## src/hw/rtl/rpd_pkg.sv

```systemverilog
// Shared types and constants for the response packet deframer.
// Used by rpd_collector and response_packet_deframer; depends on nothing.

package rpd_pkg;

    localparam int FRAME_BYTES = 12;
    localparam int PHASE_W     = 4;

    typedef logic [PHASE_W-1:0] phase_t;

    // Frame byte positions. Phase zero means hunting for the start byte.
    localparam phase_t PH_HUNT     = phase_t'(0);
    localparam phase_t PH_START2   = phase_t'(1);
    localparam phase_t PH_DEV_LO   = phase_t'(2);
    localparam phase_t PH_DEV_HI   = phase_t'(3);
    localparam phase_t PH_PARAM0   = phase_t'(4);
    localparam phase_t PH_PARAM1   = phase_t'(5);
    localparam phase_t PH_PARAM2   = phase_t'(6);
    localparam phase_t PH_PARAM3   = phase_t'(7);
    localparam phase_t PH_ACK      = phase_t'(8);
    localparam phase_t PH_ACK_HI   = phase_t'(9);
    localparam phase_t PH_SUM_LO   = phase_t'(10);
    localparam phase_t PH_LAST     = phase_t'(FRAME_BYTES - 1);
    localparam phase_t PH_LIMIT    = phase_t'(FRAME_BYTES);

    localparam logic [7:0] ACK_CODE     = 8'h30;
    localparam logic [7:0] NACK_CODE    = 8'h31;
    localparam logic [7:0] ACK_HI_CODE  = 8'h00;
    localparam logic [7:0] PARAM_HI_OK  = 8'h01;
    localparam logic [7:0] ERR_MAX_CODE = 8'h12;

    localparam logic [4:0] ERR_INVALID = 5'd19;

    // Configuration register indexes and reset values.
    typedef enum logic [1:0] {
        CFG_START_BYTE_ONE = 2'd0,
        CFG_START_BYTE_TWO = 2'd1,
        CFG_DEVICE_ID_LOW  = 2'd2,
        CFG_DEVICE_ID_HIGH = 2'd3
    } cfg_index_t;

    localparam logic [7:0] START_BYTE_ONE_RST = 8'h55;
    localparam logic [7:0] START_BYTE_TWO_RST = 8'hAA;
    localparam logic [7:0] DEVICE_ID_LOW_RST  = 8'h01;
    localparam logic [7:0] DEVICE_ID_HIGH_RST = 8'h00;

    typedef struct packed {
        logic [7:0] start_byte_one;
        logic [7:0] start_byte_two;
        logic [7:0] device_id_low;
        logic [7:0] device_id_high;
    } rpd_cfg_t;

    typedef struct packed {
        logic        ack;
        logic [4:0]  error_code;
        logic [31:0] param_value;
        logic        header_ok;
        logic        ack_field_ok;
        logic        checksum_ok;
    } rpd_result_t;

endpackage

```

## src/hw/rtl/rpd_collector.sv

```systemverilog
// Frame collector: tracks the byte position, checks header and ack fields,
// accumulates the checksum and builds the result on the last frame byte.
// Depends on rpd_pkg.

module rpd_collector (
    input  logic                 aclk,
    input  logic                 aresetn,
    input  logic                 step,
    input  logic [7:0]           rx_byte,
    input  rpd_pkg::rpd_cfg_t    cfg,
    output logic                 res_valid,
    output rpd_pkg::rpd_result_t res
);

    rpd_pkg::phase_t phase_reg, phase_next;
    logic [15:0]     sum_reg, sum_next;
    logic [31:0]     param_reg, param_next;
    logic            header_good_reg, header_good_next;
    logic [7:0]      ack_seen_reg, ack_seen_next;
    logic            ack_high_good_reg, ack_high_good_next;
    logic            sum_low_match_reg, sum_low_match_next;

    logic hunting;
    logic last_byte;

    assign hunting   = (phase_reg == rpd_pkg::PH_HUNT) || (phase_reg >= rpd_pkg::PH_LIMIT);
    assign last_byte = !hunting && (phase_reg == rpd_pkg::PH_LAST);
    assign res_valid = step && last_byte;

    always_comb begin
        phase_next         = phase_reg;
        sum_next           = sum_reg;
        param_next         = param_reg;
        header_good_next   = header_good_reg;
        ack_seen_next      = ack_seen_reg;
        ack_high_good_next = ack_high_good_reg;
        sum_low_match_next = sum_low_match_reg;

        if (step) begin
            if (hunting) begin
                if (rx_byte == cfg.start_byte_one) begin
                    phase_next         = rpd_pkg::PH_START2;
                    sum_next           = {8'h00, rx_byte};
                    param_next         = '0;
                    header_good_next   = 1'b1;
                    ack_seen_next      = '0;
                    ack_high_good_next = 1'b1;
                    sum_low_match_next = 1'b0;
                end else begin
                    phase_next = rpd_pkg::PH_HUNT;
                end
            end else begin
                if (phase_reg < rpd_pkg::PH_SUM_LO) begin
                    sum_next = sum_reg + {8'h00, rx_byte};
                end
                unique case (phase_reg)
                    rpd_pkg::PH_START2: begin
                        if (rx_byte != cfg.start_byte_two) header_good_next = 1'b0;
                    end
                    rpd_pkg::PH_DEV_LO: begin
                        if (rx_byte != cfg.device_id_low) header_good_next = 1'b0;
                    end
                    rpd_pkg::PH_DEV_HI: begin
                        if (rx_byte != cfg.device_id_high) header_good_next = 1'b0;
                    end
                    rpd_pkg::PH_PARAM0, rpd_pkg::PH_PARAM1,
                    rpd_pkg::PH_PARAM2, rpd_pkg::PH_PARAM3: begin
                        // Little-endian: each new byte enters at the top.
                        param_next = {rx_byte, param_reg[31:8]};
                    end
                    rpd_pkg::PH_ACK: begin
                        ack_seen_next = rx_byte;
                    end
                    rpd_pkg::PH_ACK_HI: begin
                        ack_high_good_next = (rx_byte == rpd_pkg::ACK_HI_CODE);
                    end
                    rpd_pkg::PH_SUM_LO: begin
                        sum_low_match_next = (rx_byte == sum_reg[7:0]);
                    end
                    default: begin
                    end
                endcase
                if (last_byte) begin
                    phase_next = rpd_pkg::PH_HUNT;
                end else begin
                    phase_next = phase_reg + rpd_pkg::phase_t'(1);
                end
            end
        end
    end

    // Result fields come straight from the collected frame and the last byte.
    always_comb begin
        res.ack         = (ack_seen_reg == rpd_pkg::ACK_CODE);
        res.param_value = param_reg;
        if ((param_reg[15:8] == rpd_pkg::PARAM_HI_OK) &&
            (param_reg[7:0] <= rpd_pkg::ERR_MAX_CODE)) begin
            res.error_code = param_reg[4:0];
        end else begin
            res.error_code = rpd_pkg::ERR_INVALID;
        end
        res.header_ok    = header_good_reg;
        res.ack_field_ok = ((ack_seen_reg == rpd_pkg::ACK_CODE) ||
                            (ack_seen_reg == rpd_pkg::NACK_CODE)) && ack_high_good_reg;
        res.checksum_ok  = sum_low_match_reg && (rx_byte == sum_reg[15:8]);
    end

    always_ff @(posedge aclk) begin
        if (!aresetn) begin
            phase_reg <= rpd_pkg::PH_HUNT;
        end else begin
            phase_reg <= phase_next;
        end
    end

    always_ff @(posedge aclk) begin
        sum_reg           <= sum_next;
        param_reg         <= param_next;
        header_good_reg   <= header_good_next;
        ack_seen_reg      <= ack_seen_next;
        ack_high_good_reg <= ack_high_good_next;
        sum_low_match_reg <= sum_low_match_next;
    end

    a_phase_in_range: assert property (@(posedge aclk) disable iff (!aresetn)
        phase_reg < rpd_pkg::PH_LIMIT)
        else $error("frame phase left its range");

    a_result_ends_frame: assert property (@(posedge aclk) disable iff (!aresetn)
        res_valid |=> (phase_reg == rpd_pkg::PH_HUNT))
        else $error("phase did not return to hunting after a result");

    a_no_step_holds_phase: assert property (@(posedge aclk) disable iff (!aresetn)
        !step |=> $stable(phase_reg))
        else $error("phase moved without an accepted byte");

    a_start_opens_frame: assert property (@(posedge aclk) disable iff (!aresetn)
        (step && hunting && (rx_byte == cfg.start_byte_one)) |=>
        (phase_reg == rpd_pkg::PH_START2))
        else $error("start byte did not open a frame");

endmodule

```

## src/hw/rtl/response_packet_deframer.sv

```systemverilog
// Response packet deframer: 12-byte frame collector with a registered result.
// The result is registered: it appears in the cycle after the last frame byte is accepted.
// Throughput: one byte per cycle; s_ready drops only while a result waits
// and m_ready is low. Reset (aresetn, synchronous, active low) returns to
// hunting for the start byte and restores the configuration defaults.
// Depends on rpd_pkg and rpd_collector.

module response_packet_deframer (
    input  logic        aclk,
    input  logic        aresetn,

    input  logic        cfg_we,
    input  logic [1:0]  cfg_index,
    input  logic [7:0]  cfg_wdata,

    input  logic        s_valid,
    output logic        s_ready,
    input  logic [7:0]  s_rx_byte,

    output logic        m_valid,
    input  logic        m_ready,
    output logic        m_ack,
    output logic [4:0]  m_error_code,
    output logic [31:0] m_param_value,
    output logic        m_header_ok,
    output logic        m_ack_field_ok,
    output logic        m_checksum_ok
);

    rpd_pkg::rpd_cfg_t    cfg_reg;
    rpd_pkg::rpd_result_t res;
    rpd_pkg::rpd_result_t res_hold_reg;
    logic                 res_valid;
    logic                 step;
    logic                 m_valid_reg, m_valid_next;

    // A new request is taken whenever the output slot is free or draining.
    assign s_ready = !m_valid_reg || m_ready;
    assign step    = s_valid && s_ready;

    always_ff @(posedge aclk) begin
        if (!aresetn) begin
            cfg_reg.start_byte_one <= rpd_pkg::START_BYTE_ONE_RST;
            cfg_reg.start_byte_two <= rpd_pkg::START_BYTE_TWO_RST;
            cfg_reg.device_id_low  <= rpd_pkg::DEVICE_ID_LOW_RST;
            cfg_reg.device_id_high <= rpd_pkg::DEVICE_ID_HIGH_RST;
        end else if (cfg_we) begin
            unique case (rpd_pkg::cfg_index_t'(cfg_index))
                rpd_pkg::CFG_START_BYTE_ONE: cfg_reg.start_byte_one <= cfg_wdata;
                rpd_pkg::CFG_START_BYTE_TWO: cfg_reg.start_byte_two <= cfg_wdata;
                rpd_pkg::CFG_DEVICE_ID_LOW:  cfg_reg.device_id_low  <= cfg_wdata;
                rpd_pkg::CFG_DEVICE_ID_HIGH: cfg_reg.device_id_high <= cfg_wdata;
                default: begin
                end
            endcase
        end
    end

    rpd_collector u_collector (
        .aclk      (aclk),
        .aresetn   (aresetn),
        .step      (step),
        .rx_byte   (s_rx_byte),
        .cfg       (cfg_reg),
        .res_valid (res_valid),
        .res       (res)
    );

    always_comb begin
        m_valid_next = m_valid_reg;
        if (res_valid) begin
            m_valid_next = 1'b1;
        end else if (m_ready) begin
            m_valid_next = 1'b0;
        end
    end

    always_ff @(posedge aclk) begin
        if (!aresetn) begin
            m_valid_reg <= 1'b0;
        end else begin
            m_valid_reg <= m_valid_next;
        end
    end

    always_ff @(posedge aclk) begin
        if (res_valid) begin
            res_hold_reg <= res;
        end
    end

    assign m_valid        = m_valid_reg;
    assign m_ack          = res_hold_reg.ack;
    assign m_error_code   = res_hold_reg.error_code;
    assign m_param_value  = res_hold_reg.param_value;
    assign m_header_ok    = res_hold_reg.header_ok;
    assign m_ack_field_ok = res_hold_reg.ack_field_ok;
    assign m_checksum_ok  = res_hold_reg.checksum_ok;

    a_no_overwrite: assert property (@(posedge aclk) disable iff (!aresetn)
        (m_valid_reg && !m_ready) |-> !res_valid)
        else $error("result produced while the output slot was still full");

    a_result_loads_slot: assert property (@(posedge aclk) disable iff (!aresetn)
        res_valid |=> m_valid_reg)
        else $error("result did not reach the output register");

    a_error_code_range: assert property (@(posedge aclk) disable iff (!aresetn)
        m_valid_reg |-> (m_error_code <= rpd_pkg::ERR_INVALID))
        else $error("error code out of range");

endmodule

```

## config.mk

```make
export PLATFORM = sky130hd
export DESIGN_NAME = response_packet_deframer
export DESIGN_NICKNAME = d
export VERILOG_FILES = /design/src/hw/rtl/rpd_pkg.sv /design/src/hw/rtl/rpd_collector.sv /design/src/hw/rtl/response_packet_deframer.sv
export SDC_FILE = /design/constraint.sdc
export NUM_CORES = 1
export LEC_CHECK = 0
export CAP_MARGIN = 10
export CORE_MARGIN = 2
export CORE_UTILIZATION = 68
export CTS_BUF_LIST = sky130_fd_sc_hd__clkbuf_16
export CTS_CLUSTER_DIAMETER = 100
export CTS_CLUSTER_SIZE = 25
export DETAILED_ROUTE_END_ITERATION = 16
export DONT_BUFFER_PORTS = 1
export GPL_TIMING_DRIVEN = 0
export HOLD_SLACK_MARGIN = 0.15
export PLACE_DENSITY = 0.94
export SYNTH_ARGS = -nofsm -noshare
export SYNTH_HDL_FRONTEND = slang
export SYNTH_SLANG_ARGS = --single-unit
```

## constraint.sdc

```tcl
create_clock -name aclk -period 5.45 [get_ports aclk]
set_input_delay 0.545 -clock aclk [delete_from_list [all_inputs] [get_ports aclk]]
set_output_delay 0.545 -clock aclk [all_outputs]
set_load 0.02 [all_outputs]
```

## After elaboration in Yosys (flattened, before gate mapping)

Index checks and enable logic that the tools add are counted.

| storage, ports and cells | value |
|---|---|
| input port bits | 23 |
| output and inout port bits | 43 |
| word-level logic and storage cells | 107 |
| register bits | 137 |

| operators by class | value |
|---|---|
| equal/unequal tests | 27 |
| add/subtract/negate cells | 2 |
| reduce and logical (&&, ||, !) cells | 32 |
| $lt $le $gt $ge | 3 |
| multiplexer cells | 25 |

Operators with widths:

| kind | count |
|---|---|
| $mux 32 | 3 |
| $mux 16 | 3 |
| $eq 8x8->1 | 3 |
| $mux 8 | 3 |
| $ne 8x8->1 | 3 |
| $add 16x8->16 | 1 |
| $eq 4x3->1 const B | 4 |
| $eq 4x4->1 const B | 4 |
| $eq 8x6->1 const B | 2 |
| $reduce_and 3->1 | 5 |
| $mux 1 | 13 |
| $reduce_bool 2->1 | 6 |
| $ne 3x1->1 const B | 3 |
| $eq 4x2->1 const B | 2 |
| $eq 8x1->1 const B | 1 |
| $le 8x5->1 const B | 1 |
| $logic_not 8->1 | 1 |
| $mux 4 | 2 |
| $reduce_and 2->1 | 4 |
| $logic_and 1x1->1 | 6 |
| $reduce_and 6->1 | 1 |
| $add 4x1->4 const B | 1 |
| $eq 2x2->1 const B | 2 |
| $eq 4x1->1 const B | 1 |
| 11 further kinds | 14 |

## Longest topological paths before layout

Gate-level depths: netlist of the first run.

| logic depth | value |
|---|---|
| word-level depth | 6 |
| depth in mapped cells | 8 |
| depth with buffers taken out | 8 |

## Hierarchy

From an unflattened synthesis of the first run, not the netlist that was laid out.

| unflattened totals | value |
|---|---|
| cell total of the unflattened synthesis | 532 |
| area, all modules | 6361.1 um^2 |

By module, submodules not included:

| module | seq. area each (um^2) | area an instance (um^2) | cells each | instances |
|---|---|---|---|---|
| rpd_collector | 1851.8 | 3774.9 | 358 | 1 |
| response_packet_deframer | 1891.8 | 2586.2 | 174 | 1 |

## Worst setup path after synthesis of the first run

Ideal clock, no wire load.

| path | value |
|---|---|
| path kind | register -> register |
| start | reg u_collector.phase_reg[2] |
| end | reg u_collector.param_reg[0], enable pin |
| buffers on the path | 2 |
| data arrival time | 2.626 ns |
| library setup time | 0.421 ns |
| stages on the path, launching flop included | 9 |
| data required time | 5.029 ns |
| setup slack | 2.403 ns |
| clock period less this slack | 3.047 ns |
| cells stage by stage | dfxtp_1 > inv_1 > ha_1 > a21oi_1 > inv_1 > buf_2 > buf_1 > nor2_1 > nor2_1 |

| between the ends | value |
|---|---|
| longest elaborated chain between the ends | 4 |
| elaborated cells between the ends (all ways) | 11 |
| those cells by class | order compare (1); eq/ne (5); reduce/logical (5) |

Ends and longest elaborated chain:

| element | RTL line | RTL |
|---|---|---|
| start, declared | rpd_collector.sv:15 | `rpd_pkg::phase_t phase_reg, phase_next;` |
| start signal, assigned | rpd_collector.sv:110 | `phase_reg <= rpd_pkg::PH_HUNT;` |
| start signal, assigned | rpd_collector.sv:112 | `phase_reg <= phase_next;` |
| $ge 4x4->1 / $logic_not 4->1 (equally long branches) | rpd_collector.sv:26 | `assign hunting = (phase_reg == rpd_pkg::PH_HUNT) \|\| (phase_reg >= rpd_pkg::PH_LIMIT);` |
| $logic_or 1x1->1 (*) | rpd_collector.sv:26 |  |
| named net u_collector.hunting | rpd_collector.sv:23 | `logic hunting;` |
| $ne 2x2->1 (no source line) / $reduce_bool 2->1 (equally long branches) | n/a |  |
| $reduce_and 3->1 (no source line) (*) | n/a |  |
| end signal, assigned | rpd_collector.sv:118 | `param_reg <= param_next;` |
| end, declared | rpd_collector.sv:17 | `logic [31:0] param_reg, param_next;` |

Mark *: on every way through the listed nets, which the timed path passes. The rest lies on a longest branch.
A chain may end at the register's enable or synchronous reset.

## Worst setup path in the final report of the first run

| path | value |
|---|---|
| start | reg u_collector.phase_reg[3] |
| end | reg u_collector.sum_reg[14], enable pin |

| between the ends | value |
|---|---|
| longest elaborated chain between the ends | 4 |
| elaborated cells between the ends (all ways) | 7 |
| those cells by class | order compare (2); eq/ne (1); reduce/logical (4) |

Ends and longest elaborated chain:

| element | RTL line | RTL |
|---|---|---|
| $ge 4x4->1 / $logic_not 4->1 (equally long branches) | rpd_collector.sv:26 |  |
| $logic_or 1x1->1 | rpd_collector.sv:26 |  |
| $ne 2x2->1 (no source line) / $reduce_bool 2->1 (equally long branches) | n/a |  |
| $reduce_and 3->1 (no source line) (*) | n/a |  |
| end signal, assigned | rpd_collector.sv:117 | `sum_reg <= sum_next;` |
| end, declared | rpd_collector.sv:16 | `logic [15:0] sum_reg, sum_next;` |

Mark *: on every way between the ends. The rest lies on a longest branch, timed or not.

==> results of run 1 <==
-- power by group through the flow --
| stage | Clock (mW) | Combinational [mW] | Sequential, mW |
|---|---|---|---|
| floorplan | 0 | 0.0776 | 1.14 |
| global placement | 0 | 0.0936 | 1.14 |
| detailed placement | 0 | 0.0977 | 1.14 |
| CTS | 1.16 | 0.100 | 1.12 |
| global route | 1.20 | 0.110 | 1.12 |
| finish | 1.16 | 0.101 | 1.12 |
-- routing by layer --
metal | GRT usage [%] | vias to the layer above
li1 | - | 1827
met1 | 32.2 | 1950
met2 | 44.5 | 206
met3 | 6.89 | 31
met4 | 12.9 | 0
met5 | 0 | -
-- layout make-up --
class	count	share of cell area [%]
Buffer	25	2.24
Clock buffer	17	6.09
Clock inverter	15	2.45
Inverter	12	0.645
Multi-Input combinational cell	330	32.6
Sequential cell	137	53.6
Tap cell	108	1.93
Timing Repair Buffer	2	0.501
-- worst max path at each step --
stage / from / endpoint / slack (ps) / cells after the start
2_1_floorplan: u_collector.phase_reg[2] / u_collector.param_reg[0] / 2400 / 8
3_3_place_gp: u_collector.phase_reg[3] / u_collector.param_reg[15] / 1580 / 8
3_5_place_dp: u_collector.phase_reg[2] / u_collector.param_reg[7] / 2610 / 8
4_1_cts: u_collector.phase_reg[2] / u_collector.sum_reg[14] / 2570 / 9
5_1_grt: u_collector.phase_reg[2] / u_collector.sum_reg[12] / 2340 / 9
6_report: u_collector.phase_reg[3] / u_collector.sum_reg[14] / 2520 / 9
-- cell families after synthesis --
group                    after synthesis  synth area share, %
AO/OA/AOI/OAI                         57                 6.24
XOR/XNOR                              47                 6.75
adder cells (fa/ha/maj)               18                 3.75
buffers and inverters                 37                 3.24
flip-flops                           137                 60.2
multiplexers                          28                 4.51
AND/OR/NAND/NOR                      180                 15.3
-- cell usage in the layout, fill, tap and decap left out, types with 11 or more instances in the layout --
cell type	instances
edfxtp_1	100
nand3_1	11
o21ai_0	15
dfxtp_1	37
inv_1	14
nor2_1	24
xnor2_1	23
clkbuf_16	17
mux2i_1	28
xor2_1	23
nor2b_1	20
and2_1	33
nand2_1	45
ha_1	17
-- stage by stage --
step	hold WS (ps)	utilization [%]	instance area (µm²)
6_report	262	79.4	6990
5_1_grt	258	79.4	6990
4_1_cts	258	79.4	6990
3_5_place_dp	413	72.6	6390
3_3_place_gp	407	72.1	6350
2_1_floorplan	400	-	6210
-- worst reg2reg max path, stage by stage (launching register included) --
cell and delay, ps:
dfxtp_1 360, inv_1 130, ha_1 270, a21oi_1 120, inv_1 110, buf_2 230, buf_1 410, nor2_1 130
nor2_1 560, buf_4 310
==> metrics, run 1 <==
Yosys top cell area share=48.3%; Clock power frac=between 40% and 50%; register area=3740 µm²; worst hold endpoint=cfg_reg[17]; CP Class=reg -> reg; combinational cell fraction of total power=4.3%; switching pwr=~0.50 mW; Worst Path Buf+Inv=5; post_cts resized=0; I/O pins=66; Reg2Reg Depth=9; register clock-pin slew on the reported worst setup and hold paths=roughly 60 ps; core area=8810 µm²; Total Power=around 2.4 mW; cell row count=34; Crit-path slowest cell=nor2_1; crit path time final=2930 ps; Final Net Count=566; total of max-cap violations=0; met2 WL=6.34 mm; worst path cell trace=inv_1, ha_1, a21oi_1, inv_1, buf_2, buf_1, nor2_1, nor2_1, buf_4; max frequency=341 MHz; Net Count, Synth=545; Peak VDD IR=0.243 mV; critical path arrival=3040 ps; reg-to-reg slack, setup=2520 ps; Die ar.=between 9000 and 10,000 µm²; Setup TNS Final=0 ps; initial antenna violation count=0; Multi-input gate area=approximately 2300 µm²; antenna fix cells=0; power density cells=between 300 and 400 nW/µm²; EDFF count, synth=100; first-pass GRT wire length=just under 20 mm; largest net degree at the start of global routing=33; Remaining Overflow, GRT=0; post-synthesis sequential area ratio=60.2%; Sequential Power Share=47.1%; Initial Utilization=70.6%; internal power=~1.9 mW; Synth area leader=edfxtp_1; ys flop type=edfxtp_1; slew margin rel.=41.3%; Post CTS Setup Buffer Count=0; WP data required=5560 ps; most frequent cell after synthesis=edfxtp_1; antenna-violating nets left=0; GPL Wtd Cong=slightly below 0.9; unrepaired setup endpoints after global routing=no; wire per inst=19.6 µm; nature of the critical path startpoint=register; Bufs on Longest Clock Path=2; fin cells=646; CTS sink count=137; met3 routed WL=1.01 mm; Slew Viols, Final=0; CTS tree=built; Worst R2R Start=u_collector.phase_reg[3]; FF-to-FF End=u_collector.sum_reg[14]; pre-CTS setup slack=roughly 2600 ps; wl on met1=4.92 mm; Synth async-reset ratio=0%; GRT Resource Usage Total=between 20% and 30%; worst min-delay path class=in -> reg; Worst Skew=9.87 ps; Final Cycle Share=between 50 and 60%; DR pass1 iterations=5; DRC=0; Via Count=between 4,000 and 5,000; clock root buffer=clkbuf_16; layout cell share with drive strength beyond 1=10.2%; Avg Vias per Cell=between 6 and 7; H-tree levels=4; die width=about 100 µm; placed cells=614; Fin. Hold Viols=0; max incr delay on CP=between 500 and 600 ps; Seq cells post-synth=137; Post-Route WL=12.6 mm; final number of setup-violating endpoints=0; Slew @ Worst Pin=878 ps; Sw Ratio=a little over a fifth; result of the run=finished, final reports clean; post-synthesis to final-layout area growth=12.5%; highest metal used=met4; leakage dissipation=approximately 2.6 nW; Setup crit end kind=register; synth warn=0; filler cell count=483; vias in the first global route=about 4,000; later-pin clock latency in the skew report=slightly above 400 ps; synthesized area=6210 µm²; Syn Area/Cell=12.3 µm²; crit-path max FO=10; cell family with most CP delay=buffers and inverters; setup ws final=approximately 2500 ps; Post-synth top cells=edfxtp_1 (100), nand2_1 (45), dfxtp_1 (37); die height=99.6 µm; Post-CTS Hold Buffers=0; synth top area cells=edfxtp_1 (48%), dfxtp_1 (12%), mux2i_1 (4.5%); Post-DP HPWL=8.45 mm; Cells on Worst Hold Path=2; DRT iter0 DRCs=between 300 and 400; Port Buffers=0; Post-Synthesis Cells=504; Hold Path Origin=cfg_wdata[1]; total CTS buffers=17; number of unique standard cell types used by synthesis=54
Note: power is estimated with default switching activity, not from simulation.
==> run 2, diff against run 1 <==
ABC_AREA = 1   (was not set)
CORE_UTILIZATION = 57   (was 68)
PLACE_DENSITY = 0.85   (was 0.94)
clock period = 2.6 ns   (was 5.45 ns; I/O delays follow)
==> run 2 against run 1 <==
Against the previous run:
- combinational power up 150%
- core utilization down 11 points
- maximum frequency up 21%
- total power up 110%
- synthesized cell count up 31%
- clock power up 100%
- cell count up 33%
- via count up 22%
- routed wire length up 18%
- sequential power up 110%
- largest cell class unchanged
- sequential share of layout area down 2.8 points
- critical path type unchanged
- design area up 5.5%
==> metrics, run 2 <==
CTS tree=built; Peak VDD IR=0.418 mV (+72%); slew margin rel.=58.0% (+17 points); fin cells=860 (+33%); Synth async-reset ratio=0% (unchanged); setup ws final=184 ps (-2340 ps); total CTS buffers=17 (unchanged); later-pin clock latency in the skew report=430 ps (+20 ps); unrepaired setup endpoints after global routing=no; max frequency=414 MHz (+21%); register clock-pin slew on the reported worst setup and hold paths=60 ps (about the same); most common cell after layout, fill and taps aside=nand2_1; Syn Area/Cell=9.54 µm² (-23%); Slew Viols, Final=0 (unchanged); Fin. Hold Viols=0 (unchanged); utilization after layout=68.3% (-11 points); EDFF count, synth=100 (unchanged); final number of setup-violating endpoints=0 (unchanged); Via Count=4,880 (+22%); I/O pins=66 (unchanged); Total Power=4.97 mW (+110%); power density cells=674 nW/µm² (+98%); post-synthesis sequential area ratio=59.4% (-0.80 points); antenna fix cells=0 (unchanged); H-tree levels=4 (unchanged); most frequent cells in the layout=nand2_1 (140), edfxtp_1 (100), nor2_1 (92); core area=10,800 µm² (+23%); Post-Synthesis Cells=660 (+31%); Worst Skew=11.1 ps (+1.27 ps); synthesized area=6300 µm² (+1.3%); Final Net Count=748 (+32%); Initial Utilization=58.3% (-12 points); antenna-violating nets left=0 (unchanged); Remaining Overflow, GRT=0 (unchanged); GRT Resource Usage Total=26.8% (+0.18 points); worst min-delay path class=in -> reg; Port Buffers=0 (unchanged); wire per inst=17.3 µm (-12%); first-pass GRT wire length=23.9 mm (+21%); number of unique standard cell types used by synthesis=44 (-19%); Post-DP HPWL=10.0 mm (+19%); result of the run=finished, final reports clean; Bufs on Longest Clock Path=2 (unchanged); placed cells=801 (+30%); WHS=171 ps (-90.8 ps); initial antenna violation count=0 (unchanged); CP Class=reg -> reg; WP data required=2660 ps (-2900 ps); Post-Route WL=14.9 mm (+18%); largest net degree at the start of global routing=22 (-33%); DRT iter0 DRCs=437 (+41%); Slew @ Worst Pin=629 ps (-249 ps); Post-synth top cells=nand2_1 (140), edfxtp_1 (100), nor2_1 (92); Synth area leader=edfxtp_1; crit-path max FO=10 (unchanged); Setup crit end kind=register; synth top area cells=edfxtp_1 (48%), dfxtp_1 (12%), nand2_1 (8.3%); critical path arrival=2470 ps (-570 ps); ys flop type=edfxtp_1; DR pass1 iterations=5 (unchanged); DRC=0 (unchanged); nature of the critical path startpoint=register; crit path time final=2420 ps (-513 ps); Seq cells post-synth=137 (unchanged); Die ar.=11,900 µm² (+20%); total of max-cap violations=0 (unchanged); Final Cycle Share=92.9% (+39 points); cell row count=38 (+12%); post-synthesis to final-layout area growth=17.1%; die width=109 µm (+9.6%); vias in the first global route=4,814 (+20%); GPL Wtd Cong=0.903 (+3.0%); synth warn=0 (unchanged); pre-CTS setup slack=-215 ps (-2820 ps); Avg Vias per Cell=5.67 (-8.7%); leakage dissipation=2.92 nW (+12%); die height=109 µm (+9.6%); most frequent cell after synthesis=nand2_1; Yosys top cell area share=47.7% (-0.64 points); CTS sink count=137 (unchanged); clock root buffer=clkbuf_16; layout cell share with drive strength beyond 1=11.1% (+0.89 points); Net Count, Synth=701 (+29%)
## run 2: where the power goes
part	switching [mW]	internal (mW)	total, mW	leakage, nW
registers	0.0153	2.34	2.36	1.21
clock network	1.01	1.35	2.36	0.274
logic	0.156	0.0943	0.250	1.44
total	1.18	3.79	4.97	2.92
## run 2: final cells by class
class | instances | area (µm²)
timing repair buffer | 26 | 283
sequential | 137 | 3750
clock inverter | 15 | 155
tap | 140 | 175
inverter | 89 | 335
buffer | 16 | 86.3
multi-input combinational | 420 | 2170
fill | 763 | 3420
clock buffer | 17 | 425
## run 2: through the flow
stage,area (µm²),TNS [ps]
5_1_grt,7370,0
6_report,7370,0
3_3_place_gp,6470,-19770
3_5_place_dp,6500,-14530
2_1_floorplan,6300,0
4_1_cts,7320,0
## run 2: worst paths after layout
kind                             start                        to  slack, ps  cells past startpoint
max           u_collector.phase_reg[0]         m_param_value[24]        180                      7
min                            s_valid  u_collector.phase_reg[2]        170                      3
max reg2reg   u_collector.phase_reg[0]         m_param_value[24]        180                      7
min reg2reg  u_collector.param_reg[27]         m_param_value[27]        450                      0
## run 2: what timing repair did
action	4_1_cts	5_1_grt
pin swaps	0	0
endpoints found under the setup margin	90	62
endpoints found under the hold margin	35	0
hold buffers	22	0
cloned	1	1
resized for setup	4	4
setup buffers	0	3
## run 2: cells by family (layout without fill, tap and decap cells)
kind of cell,after synthesis,in the layout,share of synthesized area [%]
buffers and inverters,105,163,6.70
flip-flops,137,137,59.4
AO/OA/AOI/OAI,96,96,8.56
XOR/XNOR,18,18,2.50
adder cells (fa/ha/maj),18,18,3.70
AND/OR/NAND/NOR,286,288,19.1
## run 2: metal layers
metal	GRT usage, %	up-vias	part of all wire [%]
met3	7.65	40	8.5
met2	47.7	258	52
li1	-	2290	-
met4	8.61	0	2.3
met1	31.0	2292	37
met5	0	-	0
## run 2: critical path, cell delays in order (launching register included)
cell and delay (ps):
dfxtp_1 420, inv_1 100, ha_1 260, a21oi_4 290
inv_2 160, nor2_4 170, inv_2 130, nor2_2 510
